**src/rtl/swm_pkg.sv**
```systemverilog
// shared types and constants for the sliding window median filter
// no dependencies; imported by every module of the block
package swm_pkg;

    localparam int CFG_W       = 7;
    localparam int SAMPLE_W    = 32;
    localparam int RESULT_W    = SAMPLE_W + 1;
    localparam int OUT_TDATA_W = ((RESULT_W + 7) / 8) * 8;

    // what the cell row does in a cycle
    typedef enum logic [1:0] {
        OP_HOLD,
        OP_PUSH,
        OP_PURGE
    } t_op;

    // what a cell shows its neighbours, from its own registers and the sample and window inputs
    typedef struct packed {
        logic                       valid;
        logic                       gt;
        logic                       drop;
        logic signed [SAMPLE_W-1:0] value;
    } t_cell_tap;

endpackage

```
**src/rtl/swm_out_fifo.sv**
```systemverilog
// four-entry result queue between the median adder and the output stream
// depends on swm_pkg; instantiated by sliding_window_median
module swm_out_fifo
    import swm_pkg::*;
#(
    parameter int WIDTH = RESULT_W + 1
) (
    input  logic             i_clk,
    input  logic             i_rst_n,
    input  logic             i_push,
    input  logic [WIDTH-1:0] i_data,
    input  logic             i_pop,
    output logic             o_valid,
    output logic [WIDTH-1:0] o_data,
    output logic [2:0]       o_level
);

    localparam int DEPTH = 4;
    localparam int PW    = $clog2(DEPTH);

    logic [WIDTH-1:0] r_mem [DEPTH];
    logic [PW-1:0]    r_wr_ptr;
    logic [PW-1:0]    r_rd_ptr;
    logic [2:0]       r_level;
    logic             pop_ok;

    assign pop_ok  = i_pop & (r_level != 3'd0);
    assign o_valid = r_level != 3'd0;
    assign o_data  = r_mem[r_rd_ptr];
    assign o_level = r_level;

    always_ff @(posedge i_clk) begin
        if (!i_rst_n) begin
            r_wr_ptr <= '0;
            r_rd_ptr <= '0;
            r_level  <= '0;
        end else begin
            if (i_push) begin
                r_wr_ptr <= r_wr_ptr + PW'(1);
            end
            if (pop_ok) begin
                r_rd_ptr <= r_rd_ptr + PW'(1);
            end
            r_level <= r_level + 3'(i_push) - 3'(pop_ok);
        end
    end

    always_ff @(posedge i_clk) begin
        if (i_push) begin
            r_mem[r_wr_ptr] <= i_data;
        end
    end

    a_no_overflow: assert property (@(posedge i_clk) disable iff (!i_rst_n)
        i_push |-> (r_level != 3'(DEPTH)))
        else $error("result queue written while full");

    a_level_bound: assert property (@(posedge i_clk) disable iff (!i_rst_n)
        r_level <= 3'(DEPTH))
        else $error("result queue level out of range");

endmodule
```
**config.mk**
```make
export PLATFORM = sky130hd
export DESIGN_NAME = swm_out_fifo
export DESIGN_NICKNAME = d
export VERILOG_FILES = /design/src/rtl/swm_pkg.sv /design/src/rtl/swm_out_fifo.sv
export SDC_FILE = /design/constraint.sdc
export NUM_CORES = 1
export LEC_CHECK = 0
export ABC_AREA = 1
export BUFFER_PORTS_ARGS = -buffer_cell sky130_fd_sc_hd__buf_2
export CORE_MARGIN = 2
export CORE_UTILIZATION = 36
export CTS_CLUSTER_DIAMETER = 40
export CTS_CLUSTER_SIZE = 8
export DETAILED_ROUTE_END_ITERATION = 8
export MAX_ROUTING_LAYER = met4
export SYNTH_ARGS = -nofsm -noshare
export SYNTH_HDL_FRONTEND = slang
export SYNTH_SLANG_ARGS = --single-unit
```
**constraint.sdc**
```tcl
create_clock -name i_clk -period 1.9 [get_ports i_clk]
set_input_delay 0.475 -clock i_clk [delete_from_list [all_inputs] [get_ports i_clk]]
set_output_delay 0.475 -clock i_clk [all_outputs]
set_load 0.05 [all_outputs]
```
* Word-level counts from Yosys, hierarchy flattened
Memory sizes are Yosys's and may differ from the RTL's. A register that Yosys moved wholly into a read port is not among the register bits.
Cells that the tools add are included.
** Cells by class
- $add $sub $neg :: 4
- Multiply operators :: 0
- Divide/modulo/power cells :: 0
- $lt $le $gt $ge :: 0
- Eq/ne operators :: 0
- Shift-type cells :: 0
- Multiplexer cells :: 4
- Bitwise operators :: 1
- Reductions and logical operators :: 1
** Operators by type and width (number)
- $add A2 B1 Y2 const B :: 2
- $mux W2 :: 2
- $add A3 B1 Y3 :: 1
- $reduce_bool A3 Y1 :: 1
- $sub A3 B1 Y3 :: 1
- $mux W1 :: 2
- $and A1 B1 Y1 :: 1
** Storage, ports and cells
- Register bits :: 7
- Latch bits :: 0
- Memory bits (writable) :: 136
- Memory bits (read-only) :: 0
- Bits of input ports :: 38
- Memories :: 1
** Memory list
- r_mem :: depth 4, width 34, read ports 1, clocked after memory_dff 1, write ports 1, line swm_out_fifo.sv:21 : logic [WIDTH-1:0] r_mem [DEPTH];

* Depth between registers and ports, before layout
Gate-level depths: netlist of the first run.
- Word-level depth :: 4
- Gate-level depth with buffers :: 9
- Gate-level depth less buffers :: 9

* Least setup slack after synthesis of the first run
No wires, ideal clock.
- Path kind :: register -> register
- Start :: reg r_level[1] (netlist: o_level[1])
- End :: reg r_level[1] (netlist: o_level[1])
- Setup time :: 0.109 ns
- Arrival time :: 1.853 ns
- Data required time :: 1.791 ns
- Path slack :: -0.062 ns
- Cell stages (with the launch flop) :: 9
- Buffers on the path :: 0
- Period minus slack after synthesis :: 1.962 ns
- Path through :: dfxtp_1 -> nor2_1 -> a21boi_0 -> ha_1 -> inv_1 -> ha_1 -> fa_1 -> nand2_1 -> inv_1
** Between the ends
- Word-level cells in the longest chain between the ends :: 3
- Elaborated cells between the ends (all ways) :: 4
- Classes of those cells :: add/sub: 2; bitwise: 1; reduce/logical: 1
** Ends and longest elaborated chain
- start: declaration :: line swm_out_fifo.sv:24 : logic [2:0] r_level;
- start signal: assignment :: line swm_out_fifo.sv:44 : r_level <= r_level + 3'(i_push) - 3'(pop_ok);
- $reduce_bool A3 Y1 :: line swm_out_fifo.sv:27 : assign pop_ok = i_pop & (r_level != 3'd0);
- $and A1 B1 Y1 :: line swm_out_fifo.sv:27
- via pop_ok :: line swm_out_fifo.sv:25 : logic pop_ok;
- $sub A3 B1 Y3 :: line swm_out_fifo.sv:44
The timed path passes the listed nets, and every way through them passes these cells.
A chain may end at the register's enable or synchronous reset.

==> metrics.md, run 1 <==
| Metric | Value |
|---|---|
| Status | finished, violations left |
| Failing checks | setup timing |
| TritonCTS clock tree | built |
| Met1 wire length | 5.636 mm |
| Relative slew slack | 77.50% |
| Max incr delay on CP | 0.36 ns |
| Reg-to-reg slack, setup | 0.15 ns |
| DR WL met3 | 701 um |
| Net switching power | 3889 uW |
| Htree depth | 4 |
| Ordered list of cells on the worst path | buf_12 -> clkinv_8 -> buf_12 -> nor2_2 -> o22ai_2 -> buf_6 |
| Die Wd | 129.9 um |
| Grt total ovfl | 0 |
| Startpoint Class | flip-flop |
| CTS buffer count | 17 |
| Register area share after synthesis | 74.77% |
| Reg-to-Reg Start | o_level[1] |
| First-pass GRT wire length | 17.51 mm |
| Area contributors post-synth | edfxtp_1 72%, o21ai_0 5.7%, o22ai_2 4.4% |
| Reg power frac | 33.3% |
| DR pass1 iterations | 4 |
| WP data arrival | 1.59 ns |
| Worst Setup Path Type | reg -> out |
| Clk pwr share | 29.9% |
| Unrepaired setup endpoints after global routing | true |
| Syn Std Cell Area | 5703 sq um |
| Final Worst Setup Slack | -0.1677 ns |
| Largest area contributor in the netlist | edfxtp_1 |
| Syn_area_per_cell | 14.66 sq um |
| Worst VDD drop | 0.7817 mV |
| Final non-filler cell total | 727 |
| Combinational share of power | 36.8% |
| Reg2reg end | o_level[2] |
| Initial DRC Count | 204 |
| Top-count cell post-synth | edfxtp_1 |
| Cell internal pwr | 7429 uW |
| Pin count of the biggest net entering global routing | 35 |
| Crit-path max FO | 13 |
| Sw frac | 34.36% |
| Async SR Flop Fraction | 0% |
| Fin util | 49.63% |
| Top Metal Used | met4 |
| Port bufs | 75 |
| Post-Route WL | 12.79 mm |
| Total core area | 15660 sq um |
| Worst Hold End | r_mem[0][12] |
| Initial antenna violation count | 0 |
| Via count | 3485 |
| Avg Vias per Cell | 4.794 |
| Post-Syn Nets | 434 |
| Final setup fails | 34 |
| Top FF cell, synth | edfxtp_1 |
| Slowest stage cell, crit path | dfxtp_4 |
| Crit-path most repeated cell | buf_12 |
| IO Pins | 76 |
| Gpl congestion | 0.7000 |
| Dpl cells | 679 |
| Metal2 WL | 6.300 mm |
| Die ar. | 16860 sq um |
| Wirelength per Cell | 17.59 um |
| Hold crit path type | in -> reg |
| Post-synth top area share | 71.61% |
| Placed wire-length estimate | 7.097 mm |
| Pwr Density | 1457 nW/um^2 |
| Power Total | 11320 uW |
| Clock skew | 0.008426 ns |
| DRC Markers | 0 |
| Top cells by count, synth | 136 x edfxtp_1, 65 x o21ai_0, 53 x nor2_1, 20 x nor2_2, 20 x o22ai_2 |
| # rows | 46 |
| Reg2Reg Depth | 9 |
| Lkg Pwr | 0.002856 uW |
| FMAX | 483.6 MHz |
| Clock buffer depth | 2 |
| Hold path depth | 1 |
| Worst setup EP type | output port |
| # Max-Cap Violations | 0 |
| WP data required | 1.42 ns |
| Final Max Slew Viols | 0 |
| FF+latch count, synth | 145 |
| Nets | 543 |
| Vias in the first global route | 3312 |
| Distinct cell type count after synthesis | 22 |
| Mapped Cells | 389 |
| Hold_buf cts | 0 |
| Area Growth Syn to Fin | 36.24% |
| Clk slew on worst S/H paths | 0.06 ns |
| Layout cells sized above 1 | 45.40% |
| Initial Util | 36.43% |
| Final Cycle Share | 108.8% |
| Root buffer cell | clkbuf_16 |
| GRT Total Usage | 14.63% |
| Die Height | 129.9 um |
| Post-route ant nets | 0 |
| Post-synth EDFFs | 136 |
| Sink Count | 145 |
| Syn. warnings | 0 |
| N_diodes | 0 |
| Clock Latency Late Sink | 0.42 ns |
| Worst slew pin tran | 0.3376 ns |
| Hold Startpoint | i_data[12] |
| Final number of hold-violating endpoints | 0 |
| Min Tclk post-route | 2.068 ns |
-- layer usage --
metal / GRT usage [%] / vias to the layer above
li1: - / 1662
met1: 18.02 / 1715
met2: 22.76 / 96
met3: 5.248 / 12
met4: 4.428 / 0
met5: - / -
-- logic make-up after synthesis --
logic type	Yosys count	share of synthesized area [%]
AOI/OAI and AO/OA	110	12.64
and+or+nand+nor	89	6.779
DFF	145	74.77
adders and majority gates	7	1.667
buffers and inverters	38	4.146
-- layout by cell type (no fill, tap or decap), drive strengths merged, types with 6 or more instances in the layout --
cell,synthesis,layout
edfxtp,136,136
buf,19,101
nor2,73,73
o21ai,70,70
clkbuf,2,35
o22ai,34,34
inv,17,20
nand2,14,14
dfxtp,9,9
ha,6,6
-- power groups by stage --
stage / clock network, uW / registers [uW] / logic, uW
6_report: 3390 / 3770 / 4160
5_1_grt: 3590 / 3780 / 4400
4_1_cts: 3440 / 3770 / 3480
3_5_place_dp: 0 / 3820 / 3160
3_3_place_gp: 0 / 3810 / 3120
2_1_floorplan: 0 / 3890 / 2340
-- how the worst max path moves through the flow --
stage	start	endpoint	slack [ns]	cells after the start
3_5_place_dp	i_pop	o_level[2]	-0.02	9
4_1_cts	flip-flop	o_data[26]	-0.17	5
3_3_place_gp	i_pop	o_level[2]	0.03	8
5_1_grt	flip-flop	o_data[3]	-0.22	5
2_1_floorplan	o_level[2]	o_level[1]	-0.04	8
6_report	flip-flop	o_data[26]	-0.17	6
-- state kept, by name, indices dropped and copies added (netlist names), named ones only --
| name | flops |
|---|---|
| r_mem | 136 |
| r_wr_ptr | 2 |
| r_rd_ptr | 2 |
| o_level | 3 |
-- worst max-delay path: cells and delay by family (launching register included) --
| kind | cells | cell delay [ns] |
|---|---|---|
| AO/OA/AOI/OAI | 1 | 0.20 |
| buffers and inverters | 4 | 0.56 |
| flip-flops | 1 | 0.36 |
| AND/OR/NAND/NOR | 1 | 0.04 |
-- metrics by stage --
stage	setup TNS (ns)	instance area, sq um	hold WS [ns]	setup slack, ns
2_1_floorplan	-0.04327	5793	0.4481	-0.04327
3_3_place_gp	0	6497	0.4758	0.03307
3_5_place_dp	-0.01922	6497	0.4839	-0.01922
4_1_cts	-4.655	7295	0.2553	-0.1657
5_1_grt	-6.336	7770	0.2563	-0.2206
6_report	-4.300	7770	0.2698	-0.1677
-- cell type report --
cell class / count / area [sq um]
clock buffer: 28 / 603.1
clock inverter: 4 / 27.53
fill: 1383 / 7885
inverter: 17 / 76.32
multi-input combinational: 206 / 1398
sequential: 145 / 4272
tap: 216 / 270.3
timing repair buffer: 108 / 1092
timing repair inverter: 3 / 31.28
-- timing repair --
action | CTS | global route
resized for setup | 66 | 99
setup endpoints to repair | 34 | 35
pin swaps | 0 | 9
setup buffers | 0 | 6
endpoints found under the hold margin | 0 | 0
cloned | 0 | 10
Power figures use the tool's default switching activity.
==> inputs of run 2 (changes only) <==
- CORE_UTILIZATION: 36 -> 40
==> run 2 against run 1 <==
- the flow still finishes with violations (setup timing)
- non-clock buffer count is 3 lower
- die area is 9.7% lower
- via count is 1.0% lower
- critical path depth is 1 lower
- combinational power is 5% lower
- largest power group unchanged
==> metrics.md, run 2 (synthesized netlist as in run 1, its figures left out) <==
| Metric | Value |
|---|---|
| GRT Total Usage | 17.56% |
| Post-route ant nets | 0 |
| Nets | 537 |
| WHS | 0.2716 ns |
| Area Growth Syn to Fin | 33.15% |
| First-pass GRT wire length | 18.73 mm |
| Initial Util | 41.09% |
| TritonCTS clock tree | built |
| Die Height | 123.4 um |
| Worst setup EP type | output port |
| Fillers | 1164 |
| FMAX | 493.8 MHz |
| Final number of hold-violating endpoints | 0 |
| Sink Count | 145 |
| Via count | 3449 |
| Pre-CTS setup slack | -0.003307 ns |
| Dpl cells | 645 |
| Layout cells sized above 1 | 42.97% |
| Die ar. | 15230 sq um |
| Final Worst Setup Slack | -0.1251 ns |
| WP data required | 1.42 ns |
| Relative slew slack | 64.38% |
| Port bufs | 75 |
| Hold_buf cts | 0 |
| Grt total ovfl | 0 |
| Final Cycle Share | 106.6% |
| Max reg flops | 136 |
| Placed cell area | 6480 sq um |
| Status | finished, violations left |
| Final non-filler cell total | 685 |
| WP data arrival | 1.55 ns |
| Gpl congestion | 0.7195 |
| Post-Route WL | 12.43 mm |
| Avg Vias per Cell | 5.035 |
| Max incr delay on CP | 0.40 ns |
| Clock Latency Late Sink | 0.41 ns |
| N_diodes | 0 |
| Root buffer cell | clkbuf_16 |
| Fin util | 54.71% |
| Worst VDD drop | 0.8938 mV |
| Slowest stage cell, crit path | dfxtp_4 |
| Final setup fails | 34 |
| Worst slew pin tran | 0.5310 ns |
| Most frequent cells in the layout | 136 x edfxtp_1, 43 x nor2_1, 41 x buf_2, 38 x buf_6, 34 x o22ai_2 |
| Startpoint Class | flip-flop |
| Hold crit path type | in -> reg |
| DRC Markers | 0 |
| Wirelength per Cell | 18.14 um |
| Post-route cell area | 7594 sq um |
| DR pass1 iterations | 6 |
| Clk slew on worst S/H paths | 0.06 ns |
| IO Pins | 76 |
| Htree depth | 4 |
| Failing checks | setup timing |
| Ordered list of cells on the worst path | inv_8 -> clkbuf_16 -> nor2_2 -> o22ai_2 -> buf_6 |
| Lkg Pwr | 0.002768 uW |
| Register bank with the most flops | r_mem |
| # Max-Cap Violations | 0 |
| Clock skew | 0.006996 ns |
| # rows | 43 |
| Final Max Slew Viols | 0 |
| Unrepaired setup endpoints after global routing | true |
| Min Tclk post-route | 2.025 ns |
| Most common cell after layout, fill and taps aside | edfxtp_1 |
| Pwr Density | 1453 nW/um^2 |
| Initial antenna violation count | 0 |
| Worst Setup Path Type | reg -> out |
| Die Wd | 123.4 um |
| Pin count of the biggest net entering global routing | 29 |
| Initial DRC Count | 250 |
| Total core area | 13880 sq um |
| Placed wire-length estimate | 7.132 mm |
| Crit-path max FO | 14 |
| Clock buffer depth | 2 |
| CTS buffer count | 17 |
| Vias in the first global route | 3451 |
## run 2: cell count changes in the layout (fill, tap and decap cells not counted), sizes merged
cell and delta:
clkbuf -6, inv -6, bufinv +3, clkinv +2
buf +1
## run 2: path summary, 6_finish.rpt
| kind | startpoint | end | slack, ns | cells after the start |
|---|---|---|---|---|
| max | flip-flop | o_data[26] | -0.13 | 5 |
| min | i_data[14] | r_mem[3][14] | 0.27 | 1 |
| max reg2reg | o_level[1] | o_level[2] | 0.18 | 8 |
| min reg2reg | r_rd_ptr[0] | r_rd_ptr[0] | 0.50 | 2 |
## run 2: cell type report
| class | count | area [sq um] | area share, % |
|---|---|---|---|
| clock inverter | 6 | 108.9 | 1.434 |
| sequential | 145 | 4274 | 56.29 |
| multi-input combinational | 206 | 1391 | 18.32 |
| inverter | 17 | 73.82 | 0.9722 |
| tap | 180 | 225.2 | 2.966 |
| clock buffer | 26 | 469.2 | 6.179 |
| timing repair buffer | 105 | 1051 | 13.84 |
## run 2: critical path, delay by kind of cell, from the launching register on
kind | cells | cell delay, ns
and+or+nand+nor | 1 | 0.05
DFF | 1 | 0.40
buffers and inverters | 3 | 0.51
AOI/OAI and AO/OA | 1 | 0.18
## run 2: repair_timing
item | 4_1_cts | 5_1_grt
resized for setup | 126 | 27
buffers inserted | 2 | 0
endpoints found under the setup margin | 34 | 35
pin swaps | 1 | 2
gates cloned | 3 | 3
## run 2: through the flow
step | power, uW | TNS, ns
final | 11030 | -3.274
after CTS | 10880 | -3.264
after global placement | 6907 | 0
after floorplan | 6232 | -0.04327
after global routing | 11470 | -5.305
after detailed placement | 6959 | -0.003307
## run 2: routing by layer
layer	share of wire [%]	wire, um	GRT usage, %	up-vias
met5	0	0	-	-
met4	1.8	223	5.895	0
met3	4.6	571	5.535	22
met2	49	6095	27.20	81
met1	45	5534	21.98	1699
li1	-	-	-	1647
## run 2: power breakdown
part           leakage [uW]  internal (uW)  switching, uW
Combinational       0.00116           1470           2500
Sequential          0.00133           3690           97.1
Clock              0.000280           2100           1180
==> inputs of run 3 (changes only) <==
- CELL_PAD_IN_SITES_DETAIL_PLACEMENT: unset -> 1
- CELL_PAD_IN_SITES_GLOBAL_PLACEMENT: unset -> 2
- HOLD_SLACK_MARGIN: unset -> 0.15
- PLACE_DENSITY_LB_ADDON: unset -> 0.1
==> run 3 against run 2 <==
- clock power increased by 13%
- largest power group unchanged
- worst hold slack got worse by 0.0083 ns
- the run still ends with setup timing left
- fmax decreased by 4.1%
- utilization up 0.29 points
- routed wire length up 4.0%
- setup slack worse by 0.086 ns
- cell count is 0.29% lower
==> metrics.md, run 3 (synthesized netlist as in run 1, its figures left out) <==
| Metric | Value |
|---|---|
| WP data arrival | 1.64 ns |
| Clock Latency Late Sink | 0.42 ns |
| WHS | 0.2633 ns |
| TritonCTS clock tree | built |
| Ordered list of cells on the worst path | buf_12 -> buf_12 -> buf_16 -> nor2_1 -> o22ai_2 -> buf_6 |
| Sink Count | 145 |
| Pin count of the biggest net entering global routing | 29 |
| Status | finished, violations left |
| Clock buffer depth | 2 |
| Via count | 3432 |
| Critical path's top delay family | buffers and inverters |
| Startpoint Class | flip-flop |
| Worst Setup Path Type | reg -> out |
| Initial DRC Count | 211 |
| Unrepaired setup endpoints after global routing | true |
| Post-route cell area | 7634 sq um |
| First-pass GRT wire length | 20.15 mm |
| Slowest stage cell, crit path | dfxtp_2 |
| Most frequent cells in the layout | 136 x edfxtp_1, 49 x nor2_1, 40 x buf_2, 35 x buf_6, 34 x o22ai_2 |
| Grt total ovfl | 0 |
| Final number of hold-violating endpoints | 0 |
| Buffers plus inverters on the worst setup path | 4 |
| Layout cells sized above 1 | 44.02% |
| DRC Markers | 0 |
| Worst VDD drop | 0.6618 mV |
| Root buffer cell | clkbuf_16 |
| Max reg flops | 136 |
| Die ar. | 15230 sq um |
| Initial Util | 41.09% |
| Die Height | 123.4 um |
| Hold crit path type | in -> reg |
| Area Growth Syn to Fin | 33.85% |
| Pwr Density | 1509 nW/um^2 |
| Vias in the first global route | 3656 |
| Placed wire-length estimate | 7.506 mm |
| DR pass1 iterations | 4 |
| Final Worst Setup Slack | -0.2114 ns |
| Htree depth | 4 |
| Relative slew slack | 77.92% |
| WP data required | 1.42 ns |
| Wirelength per Cell | 18.93 um |
| Worst slew pin tran | 0.3312 ns |
| Die Wd | 123.4 um |
| FMAX | 473.6 MHz |
| Crit-path most repeated cell | buf_12 |
| # rows | 43 |
| Post-route ant nets | 0 |
| Max incr delay on CP | 0.34 ns |
| Final Max Slew Viols | 0 |
| Worst setup EP type | output port |
| Crit-path max FO | 14 |
| Lkg Pwr | 0.002812 uW |
| Failing checks | setup timing |
| Most common cell after layout, fill and taps aside | edfxtp_1 |
| Final setup fails | 34 |
| Port bufs | 75 |
| IO Pins | 76 |
| Fillers | 1345 |
| Register bank with the most flops | r_mem |
| Final Cycle Share | 111.1% |
| Post-Route WL | 12.93 mm |
| # Max-Cap Violations | 0 |
| Nets | 534 |
| Initial antenna violation count | 0 |
| Total core area | 13880 sq um |
| Reg-to-reg slack, setup | 0.16 ns |
| Placed cell area | 6457 sq um |
| Avg Vias per Cell | 5.025 |
| Clock skew | 0.02177 ns |
| Min Tclk post-route | 2.111 ns |
| GRT Total Usage | 19.25% |
| Power Total | 11520 uW |
| CTS buffer count | 17 |
| Clk slew on worst S/H paths | 0.06 ns |
| Gpl congestion | 0.6853 |
==> run 3: power by group <==
| part | internal [uW] | leakage [uW] | switching, uW |
|---|---|---|---|
| logic | 1500 | 0.00117 | 2550 |
| clock network | 2460 | 0.000317 | 1250 |
| registers | 3680 | 0.00132 | 74.6 |
==> run 3: stage by stage <==
stage | setup WS, ns | std cells | util, % | setup TNS, ns
after floorplan | -0.04327 | 389 | - | -0.04327
after global placement | 0.02771 | 642 | 46.52 | 0
after detailed placement | -0.002311 | 642 | 46.52 | -0.002311
after CTS | -0.2211 | 680 | 54.28 | -6.463
after global routing | -0.2948 | 682 | 54.98 | -8.120
final | -0.2114 | 683 | 54.99 | -5.827
==> run 3: layout make-up <==
cell class / count / area [sq um] / area share, %
well taps: 180 / 225.2 / 2.950
clock buffers: 18 / 429.2 / 5.622
clock inverters: 14 / 235.2 / 3.081
inverters: 17 / 80.08 / 1.049
repair buffers: 102 / 1017 / 13.33
diodes: 1 / 2.502 / 0.03278
flip-flops and latches: 145 / 4269 / 55.93
multi-input cells: 206 / 1375 / 18.01
==> run 3: path summary, 6_finish.rpt <==
path                            cells after the start     endpoint         from
worst max-delay path                                6   o_data[27]    flip-flop
worst min register to register                      2  r_rd_ptr[0]  r_rd_ptr[0]
worst min-delay path                                1  r_mem[1][5]    i_data[5]
worst max register to register                      8   o_level[2]   o_level[2]
==> run 3: routing by layer <==
layer / global-route usage [%] / vias up / share of wire (%)
met5: - / - / 0
met4: 6.818 / 0 / 0.91
met3: 5.074 / 6 / 3.1
met2: 32.11 / 65 / 53
met1: 22.56 / 1715 / 43
li1: - / 1646 / -
==> run 3: repair_timing <==
action / in CTS / in global routing
gates cloned: 4 / 1
pin swaps: 5 / 4
setup endpoints to repair: 34 / 35
resized for setup: 129 / 16
buffers inserted: 2 / 1
hold buffers: 0 / 0
