### src/rtl/swm_pkg.sv
// shared types and constants for the sliding window median filter
// no dependencies; imported by every module of the block
package swm_pkg;

    localparam int CFG_W       = 7;
    localparam int SAMPLE_W    = 32;
    localparam int RESULT_W    = SAMPLE_W + 1;
    localparam int OUT_TDATA_W = ((RESULT_W + 7) / 8) * 8;

    // what the cell row does in a cycle
    typedef enum logic [1:0] {
        OP_HOLD,
        OP_PUSH,
        OP_PURGE
    } t_op;

    // what a cell shows its neighbours, from its own registers and the sample and window inputs
    typedef struct packed {
        logic                       valid;
        logic                       gt;
        logic                       drop;
        logic signed [SAMPLE_W-1:0] value;
    } t_cell_tap;

endpackage

### src/rtl/swm_cell.sv
// one cell of the sorted window: holds a sample, its age and a valid bit
// depends on swm_pkg; instantiated in a row by sliding_window_median
module swm_cell
    import swm_pkg::*;
#(
    parameter int AW = 6
) (
    input  logic                       i_clk,
    input  logic                       i_rst_n,
    input  t_op                        i_op,
    input  logic signed [SAMPLE_W-1:0] i_sample,
    input  logic [AW-1:0]              i_len_m1,
    input  logic                       i_flush,
    input  t_cell_tap                  i_left,
    input  logic [AW-1:0]              i_left_age,
    input  t_cell_tap                  i_right,
    input  logic [AW-1:0]              i_right_age,
    input  logic                       i_del_left,
    input  logic                       i_multi_left,
    output t_cell_tap                  o_tap,
    output logic [AW-1:0]              o_age,
    output logic                       o_del,
    output logic                       o_multi
);

    logic                       r_valid;
    logic signed [SAMPLE_W-1:0] r_val;
    logic [AW-1:0]              r_age;
    logic                       n_valid;
    logic signed [SAMPLE_W-1:0] n_val;
    logic [AW-1:0]              n_age;

    logic                       eff_valid;
    logic                       del_self;
    t_cell_tap                  post_self;
    logic [AW-1:0]              post_self_age;
    t_cell_tap                  post_left;
    logic [AW-1:0]              post_left_age;
    logic                       keep_self;
    logic                       keep_left;

    assign eff_valid = r_valid & ~i_flush;

    assign o_tap.valid = eff_valid;
    assign o_tap.gt    = r_val > i_sample;
    assign o_tap.drop  = eff_valid & (r_age >= i_len_m1);
    assign o_tap.value = r_val;
    assign o_age       = r_age;

    // first drop found so far, and a second one behind it
    assign del_self = i_del_left | o_tap.drop;
    assign o_del    = del_self;
    assign o_multi  = i_multi_left | (i_del_left & o_tap.drop);

    // contents after removing the first dropped entry
    assign post_self     = del_self ? i_right : o_tap;
    assign post_self_age = del_self ? i_right_age : r_age;
    assign post_left     = i_del_left ? o_tap : i_left;
    assign post_left_age = i_del_left ? r_age : i_left_age;

    assign keep_self = post_self.valid & ~post_self.gt;
    assign keep_left = post_left.valid & ~post_left.gt;

    always_comb begin
        n_valid = r_valid;
        n_val   = r_val;
        n_age   = r_age;
        case (i_op)
            OP_PUSH: begin
                if (keep_self) begin
                    n_valid = 1'b1;
                    n_val   = post_self.value;
                    n_age   = post_self_age + AW'(1);
                end else if (keep_left) begin
                    n_valid = 1'b1;
                    n_val   = i_sample;
                    n_age   = '0;
                end else begin
                    n_valid = post_left.valid;
                    n_val   = post_left.value;
                    n_age   = post_left_age + AW'(1);
                end
            end
            OP_PURGE: begin
                n_valid = post_self.valid;
                n_val   = post_self.value;
                n_age   = post_self_age;
            end
            default: begin
                n_valid = r_valid;
            end
        endcase
    end

    always_ff @(posedge i_clk) begin
        if (!i_rst_n) begin
            r_valid <= 1'b0;
        end else begin
            r_valid <= n_valid;
        end
    end

    always_ff @(posedge i_clk) begin
        r_val <= n_val;
        r_age <= n_age;
    end

endmodule

### config.mk
export PLATFORM = sky130hd
export DESIGN_NAME = swm_cell
export DESIGN_NICKNAME = d
export VERILOG_FILES = /design/src/rtl/swm_pkg.sv /design/src/rtl/swm_cell.sv
export SDC_FILE = /design/constraint.sdc
export NUM_CORES = 1
export LEC_CHECK = 0
export ABC_AREA = 1
export BUFFER_PORTS_ARGS = -buffer_cell sky130_fd_sc_hd__buf_2
export CORE_ASPECT_RATIO = 0.75
export CORE_MARGIN = 5
export CORE_UTILIZATION = 40
export DETAILED_ROUTE_END_ITERATION = 16
export PLACE_DENSITY = 0.75
export SLEW_MARGIN = 5
export SYNTH_ARGS = -nofsm -noshare
export SYNTH_HDL_FRONTEND = slang
export SYNTH_SLANG_ARGS = --single-unit
export TNS_END_PERCENT = 30
### constraint.sdc
create_clock -name i_clk -period 3 [get_ports i_clk]
set_input_delay 0.45 -clock i_clk [delete_from_list [all_inputs] [get_ports i_clk]]
set_output_delay 0.45 -clock i_clk [all_outputs]
set_load 0.05 [all_outputs]
Word-level counts from Yosys, hierarchy flattened
Index checks and enable logic that the tools add are counted.

operators by class
  add/subtract/negate cells = 2
  $lt $le $gt $ge = 2
  eq/ne operators = 3
  mux-type cells = 13
  bitwise logic cells = 10
  reduce and logical (&&, ||, !) cells = 2

operators by type and width
  cell                                           number
  2-to-1 mux 35 bit                              2
  2-to-1 mux 32 bit                              2
  case mux 32 bit (2 select lines)               1
  > comparator 32 bit                            1
  2-to-1 mux 6 bit                               4
  adder 6 x 1 -> 6 bit, second input constant    2
  case mux 6 bit (2 select lines)                1
  >= comparator 6 bit                            1
  bitwise AND 1 bit                              5
  != test 4 bit, second input constant           1
  NOT 1 bit                                      3
  == test 2 x 1 -> 1 bit, second input constant  1
  == test 2 bit, second input constant           1
  2-to-1 mux 1 bit                               2
  bitwise OR 1 bit                               2
  case mux 1 bit (2 select lines)                1
  AND reduction 2 bit                            1
  nonzero test 2 bit                             1

word-level totals
  bits in registers = 39
  output and inout bits = 43
  word-level logic and storage cells = 35

Longest topological paths before layout
Gate-level depths: netlist of the first run.

  word-level depth = 9
  depth in mapped cells = 22
  depth with buffers taken out = 20

Least setup slack after synthesis of the first run
No wires, ideal clock.

  path type = register to register
  start point = register r_age[0] (netlist: o_age[0])
  end point = register r_val[0], enable pin
  setup time = 0.387 ns
  arrival time = 2.885 ns
  required time = 2.613 ns
  setup slack = -0.271 ns
  cell stages (with the launch flop) = 16
  cells stage by stage = edfxtp_1 > inv_1 > ha_1 > clkinv_1 > a21boi_1 > o21ai_1 > nand2_1 > nand2_4 > nand2_4 > nand2_1 > a22oi_4 > nand2_2 > buf_2 > nand4_1 > nand2_1 > inv_1

on the way
  cells in the longest elaborated chain, start to end = 8

ends and longest elaborated chain
  element                            line             source
  start: declaration                 swm_cell.sv:28   logic [AW-1:0] r_age;
  start signal: assignment           swm_cell.sv:105  r_age <= n_age;
  >= comparator 6 bit (*)            swm_cell.sv:46   assign o_tap.drop = eff_valid & (r_age >= i_len_m1);
  bitwise AND 1 bit (*)              swm_cell.sv:46
  bitwise OR 1 bit (*)               swm_cell.sv:51   assign del_self = i_del_left | o_tap.drop;
  2-to-1 mux 35 bit (*)              swm_cell.sv:56   assign post_self = del_self ? i_right : o_tap;
  NOT 1 bit                          swm_cell.sv:61   assign keep_self = post_self.valid & ~post_self.gt;
  bitwise AND 1 bit (*)              swm_cell.sv:61
  != test 4 bit (no line) (*)        --
  AND reduction 2 bit (no line) (*)  --
  end signal: assignment             swm_cell.sv:104  r_val <= n_val;
  end: declaration                   swm_cell.sv:27   logic signed [SAMPLE_W-1:0] r_val;

Mark *: on every way between the ends. The rest lies on a longest branch, timed or not.
A chain may end at the register's enable or synchronous reset.

Worst setup path after layout of the first run
  start point = register r_age[3] (netlist: o_age[3])
  end point = register r_val[5], enable pin

Same word-level chain as after synthesis.

==> results.yml, run 1 <==
worst_setup_path:
  endpoint_kind: "register"
  critPathSlowestCell: "edfxtp_1"
  max_stage_delay_ns: 0.46
  crit_buf_inv: 3
  critPathLaunchType: "register"
  crit_family: "simple AND/OR/NAND/NOR gates"
  critPathRequiredTime_ns: 2.97
  crit_fanout: 17
  worstPathArrival_ns: 2.80
  crit_type: "register to register"
  crit_chain: "ha_1 > a21oi_1 > nor2_1 > nor2_1 > nand2_1 > nand2_4 > nand2_8 > clkinv_4 > nand2_2 > a22oi_4 > nand2_2 > nand4_1 > nand2_1 > clkinvlp_4 > buf_4"
placement:
  post-place-ws_ns: 0.101
  dp_hpwl_mm: 9.87
  port_buffers: 167
  gp_congestion: 0.832
routing:
  finalWirelength_mm: 12.5
  vias_per_cell: 4.78
  routedWlPerCell_um: 13.7
  ant_nets: 0
  via_count: 4368
  drt_first_iter_violations: 216
  drc: 0
  dr.pass1.iters: 5
logic_synthesis:
  yosysUniqueCellTypes: 35
  yosysWarnings: 0
  ys_seq_area_share_pct: 28.5
  syn_area_um2: 4080
  synth_nets: 789
  synth_area_per_cell_um2: 6.58
  synth-seq-cells: 39
  syn_inst: 620
timing:
  hold_viol_final: 0
  relSlewSlack_pct: 65.2
  max_freq_mhz: 353
  rsz0062_at_grt: "false"
  fin_skew_ns: 0.00779
  min_period_ns: 2.83
  holdWs_ns: 0.388
  final.period_utilization_pct: 94.3
  slew_violations: 0
  fin_tns_setup_ns: 0
  fin_ws_ns: 0.170
  setup_violations: 0
  tightestPinTransition_ns: 0.521
pwr:
  p_per_area_nw_per_um2: 481
  p_total_mw: 2.51
  p_leak_nw: 2.87
  ir_drop_mv: 0.207
grt:
  grt_use_met3_pct: 4.51
  overflow: 0
  grt_pass1_vias: 4305
  use_met2_pct: 31.3
  track_usage_pct: 19.5
  grt_max_degree: 37
  antenna_found_initial: 1
  grt_first_pass_wirelength_mm: 20.2
  grt-busiest-layer: "met2"
  grt.met1_usage_pct: 26.8
clocking:
  cts_tree: "done"
  clkTransAtPathRegs_ns: 0.06
  clock_sink_count: 39
  cts_max_path_buffers: 2
  cts_hold_buf: 0
  insertion_delay_ns: 0.28
  h-tree-depth: 2
  cts_setup_buffers: 0
  cts_made_buffers: 5
  root_buffer: "clkbuf_16"
  cts_resized: 0
floorplan:
  die_area_um2: 12300
  start_util_pct: 41.6
  rows: 31
  core-area_um2: 9810
  die_width_um: 127
  die_h_um: 97.5
  io_pins: 170
layout:
  layout-drive-gt1-share_pct: 26.9
  area_growth_pct: 28.2
  diodes: 0
  num-nets-final: 949
run_status:
  status: "completed"
job:
  max_cap_viol_count: 0
min_path:
  hp-class: "input pin to register"
sequential cells by signal, summed over array words and instances, names as in the netlist:
register	cells
o_age	6
r_val	32
r_valid	1
path summary, 6_finish.rpt:
path / start / to / slack [ns] / depth (start not counted)
max reg2reg: o_age[3]$_DFFE_PP_ / r_val[5]$_DFFE_PP_ / 0.17 / 15
max: o_age[3]$_DFFE_PP_ / r_val[5]$_DFFE_PP_ / 0.17 / 15
min: i_rst_n / r_valid$_SDFFE_PN0P_ / 0.39 / 3
min reg2reg: r_valid$_SDFFE_PN0P_ / r_valid$_SDFFE_PN0P_ / 0.46 / 2
synthesized netlist by cell type, drive strengths merged:
cell type | number | area [um2]
nand2 | 208 | 808
a21oi | 84 | 428
nor2 | 84 | 320
inv | 70 | 263
ha | 42 | 526
edfxtp | 38 | 1140
nand3 | 25 | 130
buf | 15 | 106
o21ai | 13 | 65.1
clkbuf | 12 | 45.0
nand4 | 5 | 37.5
xor2 | 4 | 35.0
nand3b | 3 | 22.5
o21a | 3 | 22.5
or2 | 3 | 18.8
a21o | 2 | 15.0
clkinv | 2 | 12.5
mux2i | 2 | 20.0
a21boi | 1 | 7.51
a22oi | 1 | 21.3
and3 | 1 | 6.26
dfxtp | 1 | 20.0
o21bai | 1 | 7.51
area by class of cell:
type / instances / area (um2)
timing repair buffer: 180 / 946
sequential: 39 / 1160
fill: 1001 / 4590
clock buffer: 5 / 125
tap: 132 / 165
clock inverter: 3 / 15.0
multi-input combinational: 482 / 2540
inverter: 72 / 279
layout by cell type, fill, tap and decap left out, types with 3 or more instances in the layout:
master	n
a21oi_1	80
a21oi_2	3
buf_2	167
buf_4	12
clkbuf_16	5
clkinv_2	3
edfxtp_1	38
ha_1	41
inv_1	67
nand2_1	203
nand3_1	24
nand3b_1	3
nand4_1	4
nor2_1	82
o21a_1	3
o21ai_0	10
o21ai_1	3
or2_2	3
xor2_1	4
worst min-delay path, stage by stage:
cell     delay (ns)
buf_2          0.09
inv_1          0.04
a21oi_1        0.03
routing by layer:
layer  part of all wire, %  routed length (um)
met1                    46                5790
met2                    45                5600
met3                   8.3                1050
met4                  0.81                 102
met5                 0.056                   7
cell families (layout without fill, tap and decap cells):
logic type / Yosys count / after routing / share of synthesized area [%]
compound gates: 105 / 105 / 13.9
fa+ha+maj: 42 / 42 / 12.9
mux: 2 / 2 / 0.491
xor+xnor: 4 / 4 / 0.859
flops: 39 / 39 / 28.5
simple gates: 329 / 329 / 32.9
buf+inv: 99 / 260 / 10.5
metrics by stage:
step	utilization, %	cells	area [um2]
5_1_grt	53.3	913	5230
4_1_cts	53.2	913	5220
3_3_place_gp	51.8	905	5080
3_5_place_dp	51.8	905	5080
6_report	53.3	913	5230
2_1_floorplan	-	620	4120
where the power goes:
| part | internal (mW) | total [mW] | switching, mW |
|---|---|---|---|
| sequential | 0.721 | 0.797 | 0.0761 |
| combinational | 0.392 | 1.20 | 0.810 |
| clock | 0.304 | 0.516 | 0.213 |
| total | 1.42 | 2.51 | 1.10 |
Note: power is estimated with default switching activity, not from simulation.
==> inputs of run 2 (changes only) <==
--- a/config.mk
+++ b/config.mk
@@ -9,9 +9,10 @@
 export BUFFER_PORTS_ARGS = -buffer_cell sky130_fd_sc_hd__buf_2
 export CORE_ASPECT_RATIO = 0.75
 export CORE_MARGIN = 5
-export CORE_UTILIZATION = 40
+export CORE_UTILIZATION = 39
 export DETAILED_ROUTE_END_ITERATION = 16
-export PLACE_DENSITY = 0.75
+export GPL_ROUTABILITY_DRIVEN = 0
+export PLACE_DENSITY = 0.74
 export SLEW_MARGIN = 5
 export SYNTH_ARGS = -nofsm -noshare
 export SYNTH_HDL_FRONTEND = slang
==> run 2 against run 1 <==
- wire length about the same
- hold slack better by 0.0057 ns
- sequential power hardly changed
- critical endpoint is now r_val[18]$_DFFE_PP_
- highest routed layer is now met4
==> results.yml, run 2 (same netlist as run 1, synthesis figures left out) <==
layout:
  largest_reg_flops: 32
  top_register: "r_val"
  num-nets-final: 950
  diodes: 0
  fill_cells: 1072
  final_cell_mix: "203 x nand2_1, 167 x buf_2, 82 x nor2_1"
  layout.cells.most_common: "nand2_1"
  area_growth_pct: 27.9
  layout-drive-gt1-share_pct: 26.6
timing:
  hold_viol_final: 0
  tightestPinTransition_ns: 0.726
  max_freq_mhz: 362
  fin_tns_setup_ns: 0
  final.period_utilization_pct: 92.1
  slew_violations: 0
  min_period_ns: 2.76
  setup_violations: 0
  relSlewSlack_pct: 51.5
  fin_skew_ns: 0.00668
  rsz0062_at_grt: "false"
run_status:
  status: "completed"
worst_setup_path:
  critPathLaunchType: "register"
  max_stage_delay_ns: 0.45
  crit_buf_inv: 3
  critPathSlowestCell: "edfxtp_1"
  crit_family: "simple AND/OR/NAND/NOR gates"
  crit_chain: "ha_1 > a21o_1 > nor2_1 > nand2_1 > nand2_4 > nand2_8 > clkinv_4 > nand2_2 > a22oi_4 > nand2_2 > nand4_1 > nand2_1 > clkinvlp_4 > buf_4"
  endpoint_kind: "register"
  critPathRequiredTime_ns: 2.94
  crit_type: "register to register"
  worstPathArrival_ns: 2.71
  r2r-start: "o_age[5]$_DFFE_PP_"
  r2r_end: "r_val[18]$_DFFE_PP_"
  r2r_setup_slack_ns: 0.24
  crit_fanout: 21
  reg2regPathDepth: 14
clocking:
  cts_hold_buf: 0
  cts_tree: "done"
  cts_resized: 0
  cts_setup_buffers: 0
  cts_made_buffers: 5
  clock_sink_count: 39
  h-tree-depth: 2
  insertion_delay_ns: 0.28
  cts_max_path_buffers: 2
  clkTransAtPathRegs_ns: 0.06
  root_buffer: "clkbuf_16"
placement:
  dp_hpwl_mm: 9.80
  port_buffers: 167
floorplan:
  die_width_um: 128
  core-area_um2: 10200
  start_util_pct: 39.8
  die_h_um: 98.6
  io_pins: 170
  rows: 32
  die_area_um2: 12600
routing:
  routedWlPerCell_um: 13.7
  vias_per_cell: 4.75
  drc: 0
  drt_first_iter_violations: 241
  ant_nets: 0
  dr.pass1.iters: 5
  finalWirelength_mm: 12.5
  via_count: 4365
min_path:
  min_from: "i_rst_n"
  hp-class: "input pin to register"
  holdPathStages: 3
  hold-path-endpoint: "r_valid$_SDFFE_PN0P_"
pwr:
  ir_drop_mv: 0.206
  p_per_area_nw_per_um2: 479
  p_total_mw: 2.50
  p_leak_nw: 2.86
grt:
  grt_pass1_vias: 4140
  antenna_found_initial: 0
  grt_max_degree: 37
  overflow: 0
  track_usage_pct: 19.3
  grt_first_pass_wirelength_mm: 20.1
job:
  max_cap_viol_count: 0
==> run 2: layout make-up <==
| cell class | count | area [um2] | share of cell area [%] |
|---|---|---|---|
| clock inverters | 2 | 7.51 | 0.144 |
| flip-flops and latches | 39 | 1160 | 22.3 |
| repair buffers | 181 | 941 | 18.0 |
| clock buffers | 6 | 129 | 2.47 |
| multi-input cells | 482 | 2530 | 48.5 |
| well taps | 136 | 170 | 3.26 |
| inverters | 72 | 279 | 5.35 |
==> run 2: where the power goes <==
| part | switching (mW) | total (mW) | leakage [nW] | internal (mW) |
|---|---|---|---|---|
| combinational | 0.808 | 1.20 | 2.41 | 0.387 |
| sequential | 0.0743 | 0.795 | 0.384 | 0.721 |
| clock | 0.204 | 0.506 | 0.0659 | 0.303 |
==> run 2: worst max path at each step <==
stage | startpoint | to | slack [ns] | depth (start not counted)
finish | o_age[5]$_DFFE_PP_ | r_val[18]$_DFFE_PP_ | 0.24 | 14
global route | o_age[5]$_DFFE_PP_ | o_age[4]$_DFFE_PP_ | 0.02 | 16
CTS | o_age[5]$_DFFE_PP_ | r_val[0]$_DFFE_PP_ | 0.24 | 14
detailed placement | i_len_m1[5] | r_val[8]$_DFFE_PP_ | 0.14 | 16
global placement | i_len_m1[3] | r_val[12]$_DFFE_PP_ | 0.17 | 17
floorplan | r_val[23]$_DFFE_PP_ | r_val[0]$_DFFE_PP_ | -0.02 | 14
==> run 2: worst min-delay path, cell delays in order <==
cell     delay, ns
buf_2         0.09
inv_1         0.05
a21oi_1       0.04
==> run 2: per-stage QoR <==
step | hold slack [ns] | std cells | area [um2] | setup WS [ns] | util [%]
2_1_floorplan | 0.438 | 620 | 4120 | -0.0221 | -
3_3_place_gp | 0.451 | 910 | 5080 | 0.168 | 49.5
3_5_place_dp | 0.459 | 910 | 5080 | 0.138 | 49.5
4_1_cts | 0.390 | 918 | 5220 | 0.236 | 50.9
5_1_grt | 0.412 | 918 | 5220 | 0.0191 | 50.9
6_report | 0.394 | 918 | 5220 | 0.236 | 50.9
==> run 2: metal layers <==
layer / up-vias / part of all wire, % / track usage (%) / routed length, um
li1: 2320 / - / - / -
met1: 1862 / 46 / 26.7 / 5820
met2: 179 / 44 / 31.4 / 5540
met3: 4 / 9.1 / 4.33 / 1140
met4: 0 / 0.39 / 2.85 / 49
met5: - / 0 / 0 / 0
==> inputs of run 3 (changes only) <==
--- a/config.mk
+++ b/config.mk
@@ -9,10 +9,10 @@
 export BUFFER_PORTS_ARGS = -buffer_cell sky130_fd_sc_hd__buf_2
 export CORE_ASPECT_RATIO = 0.75
 export CORE_MARGIN = 5
-export CORE_UTILIZATION = 39
+export CORE_UTILIZATION = 45
 export DETAILED_ROUTE_END_ITERATION = 16
 export GPL_ROUTABILITY_DRIVEN = 0
-export PLACE_DENSITY = 0.74
+export PLACE_DENSITY = 0.83
 export SLEW_MARGIN = 5
 export SYNTH_ARGS = -nofsm -noshare
 export SYNTH_HDL_FRONTEND = slang
==> run 3 against run 2 <==
- non-clock buffer count is the same
- highest routed layer unchanged
- critical endpoint is now r_val[30]$_DFFE_PP_
- count of clock-buffer cells in the layout shrank 1
- register-to-register slack lost 0.04 ns
- sequential power is essentially flat
- flip-flop and latch count is the same
- final area is essentially flat
- die area shrank 12%
- critical path depth is the same
==> results.yml, run 3 (same netlist as run 1, synthesis figures left out) <==
routing:
  drt_first_iter_violations: 317
  routedWlPerCell_um: 13.7
  ant_nets: 0
  dr.pass1.iters: 5
  vias_per_cell: 5.00
  drc: 0
  via_count: 4466
  finalWirelength_mm: 12.2
clocking:
  clkTransAtPathRegs_ns: 0.06
  root_buffer: "clkbuf_16"
  insertion_delay_ns: 0.28
  cts_tree: "done"
  cts_resized: 0
  clock_sink_count: 39
  cts_made_buffers: 5
  cts_setup_buffers: 0
  h-tree-depth: 2
  cts_max_path_buffers: 2
grt:
  track_usage_pct: 21.8
  grt_first_pass_wirelength_mm: 20.1
  overflow: 0
  antenna_found_initial: 0
  grt_pass1_vias: 4241
  grt_max_degree: 37
pwr:
  swShare_pct: 42.5
  pwr-share-comb_pct: 46.0
  p_int_mw: 1.50
  p_seq_share_pct: 30.5
  pwr-share-clk_pct: 23.5
  p_sw_mw: 1.10
  p_per_area_nw_per_um2: 499
  ir_drop_mv: 0.320
  p_leak_nw: 2.88
worst_setup_path:
  crit_fanout: 36
  critPathRequiredTime_ns: 3.03
  r2r_end: "r_val[30]$_DFFE_PP_"
  reg2regPathDepth: 14
  endpoint_kind: "register"
  worstPathArrival_ns: 2.83
  r2r_setup_slack_ns: 0.20
  crit_type: "register to register"
  r2r-start: "o_age[3]$_DFFE_PP_"
  critPathLaunchType: "register"
timing:
  max_freq_mhz: 357
  final.period_utilization_pct: 93.3
  fin_skew_ns: 0.00656
  slew_violations: 0
  fin_ws_ns: 0.200
  relSlewSlack_pct: 47.1
  tightestPinTransition_ns: 0.791
  min_period_ns: 2.80
  setup_violations: 0
  hold_viol_final: 0
  rsz0062_at_grt: "true"
floorplan:
  die_h_um: 92.5
  die_area_um2: 11100
  rows: 30
  start_util_pct: 45.7
  die_width_um: 120
  io_pins: 170
  core-area_um2: 8930
layout:
  design_area_um2: 5210
  num-nets-final: 950
  layout-drive-gt1-share_pct: 26.9
  diodes: 0
  final_cell_mix: "203 x nand2_1, 167 x buf_2, 82 x nor2_1"
  layout.cells.most_common: "nand2_1"
  largest_reg_flops: 32
  top_register: "r_val"
  area_growth_pct: 27.8
placement:
  port_buffers: 167
  place_area_um2: 5050
  post-place-ws_ns: 0.136
  dp_hpwl_mm: 9.37
job:
  max_cap_viol_count: 0
min_path:
  holdPathStages: 3
  hp-class: "input pin to register"
  hold-path-endpoint: "r_valid$_SDFFE_PN0P_"
  min_from: "i_rst_n"
run_status:
  status: "completed"
-- run 3: worst max-delay path: stages (launching register included) --
cell,delay (ns)
edfxtp_1,0.46
ha_1,0.33
a21oi_1,0.15
nor2_1,0.05
nor2_1,0.10
nand2_1,0.10
nand2_4,0.13
nand2_8,0.09
clkinv_4,0.12
nand2_2,0.08
a22oi_4,0.17
nand2_2,0.13
nand2_4,0.35
nand3_1,0.13
o21a_1,0.14
-- run 3: metal layers --
metal / global-route usage, % / vias to the layer above / share of wire [%]
met3: 4.46 / 8 / 8.1
li1: - / 2324 / -
met1: 29.7 / 1964 / 46
met2: 36.3 / 170 / 46
met5: 0 / - / 0
met4: 3.81 / 0 / 0.79
-- run 3: through the flow --
stage / power, mW / instances / hold slack (ns) / TNS [ns] / utilization, %
final: 2.60 / 894 / 0.384 / 0 / 58.3
after global routing: 2.79 / 894 / 0.391 / -0.00633 / 58.3
after CTS: 2.61 / 894 / 0.384 / 0 / 58.3
after detailed placement: 2.00 / 886 / 0.458 / 0 / 56.5
after global placement: 1.98 / 886 / 0.453 / 0 / 56.5
after floorplan: 1.68 / 620 / 0.438 / -0.707 / -
-- run 3: power by group through the flow --
stage | Combinational, mW | Clock (mW) | Sequential [mW]
final | 1.20 | 0.612 | 0.793
after CTS | 1.20 | 0.614 | 0.793
after global routing | 1.34 | 0.645 | 0.804
after global placement | 1.18 | 0 | 0.802
after detailed placement | 1.20 | 0 | 0.803
after floorplan | 0.613 | 0 | 1.06
-- run 3: timing repair --
| action | in CTS | in global routing |
|---|---|---|
| hold endpoints to repair | 0 | 0 |
| endpoints found under the setup margin | 0 | 1 |
| hold buffers | 0 | 0 |
-- run 3: area by class of cell --
class | count | area, um2
Fill cell | 896 | 3720
Multi-Input combinational cell | 482 | 2530
Sequential cell | 39 | 1160
Timing Repair Buffer | 181 | 941
Inverter | 72 | 279
Tap cell | 112 | 140
Clock buffer | 5 | 125
Clock inverter | 3 | 38.8
-- run 3: worst max-delay path by stage --
stage	to	start
floorplan	r_val[0]$_DFFE_PP_	r_val[23]$_DFFE_PP_
global placement	r_val[31]$_DFFE_PP_	i_len_m1[5]
detailed placement	r_val[30]$_DFFE_PP_	i_len_m1[5]
CTS	r_val[30]$_DFFE_PP_	o_age[3]$_DFFE_PP_
global route	r_val[30]$_DFFE_PP_	o_age[3]$_DFFE_PP_
finish	r_val[30]$_DFFE_PP_	o_age[3]$_DFFE_PP_
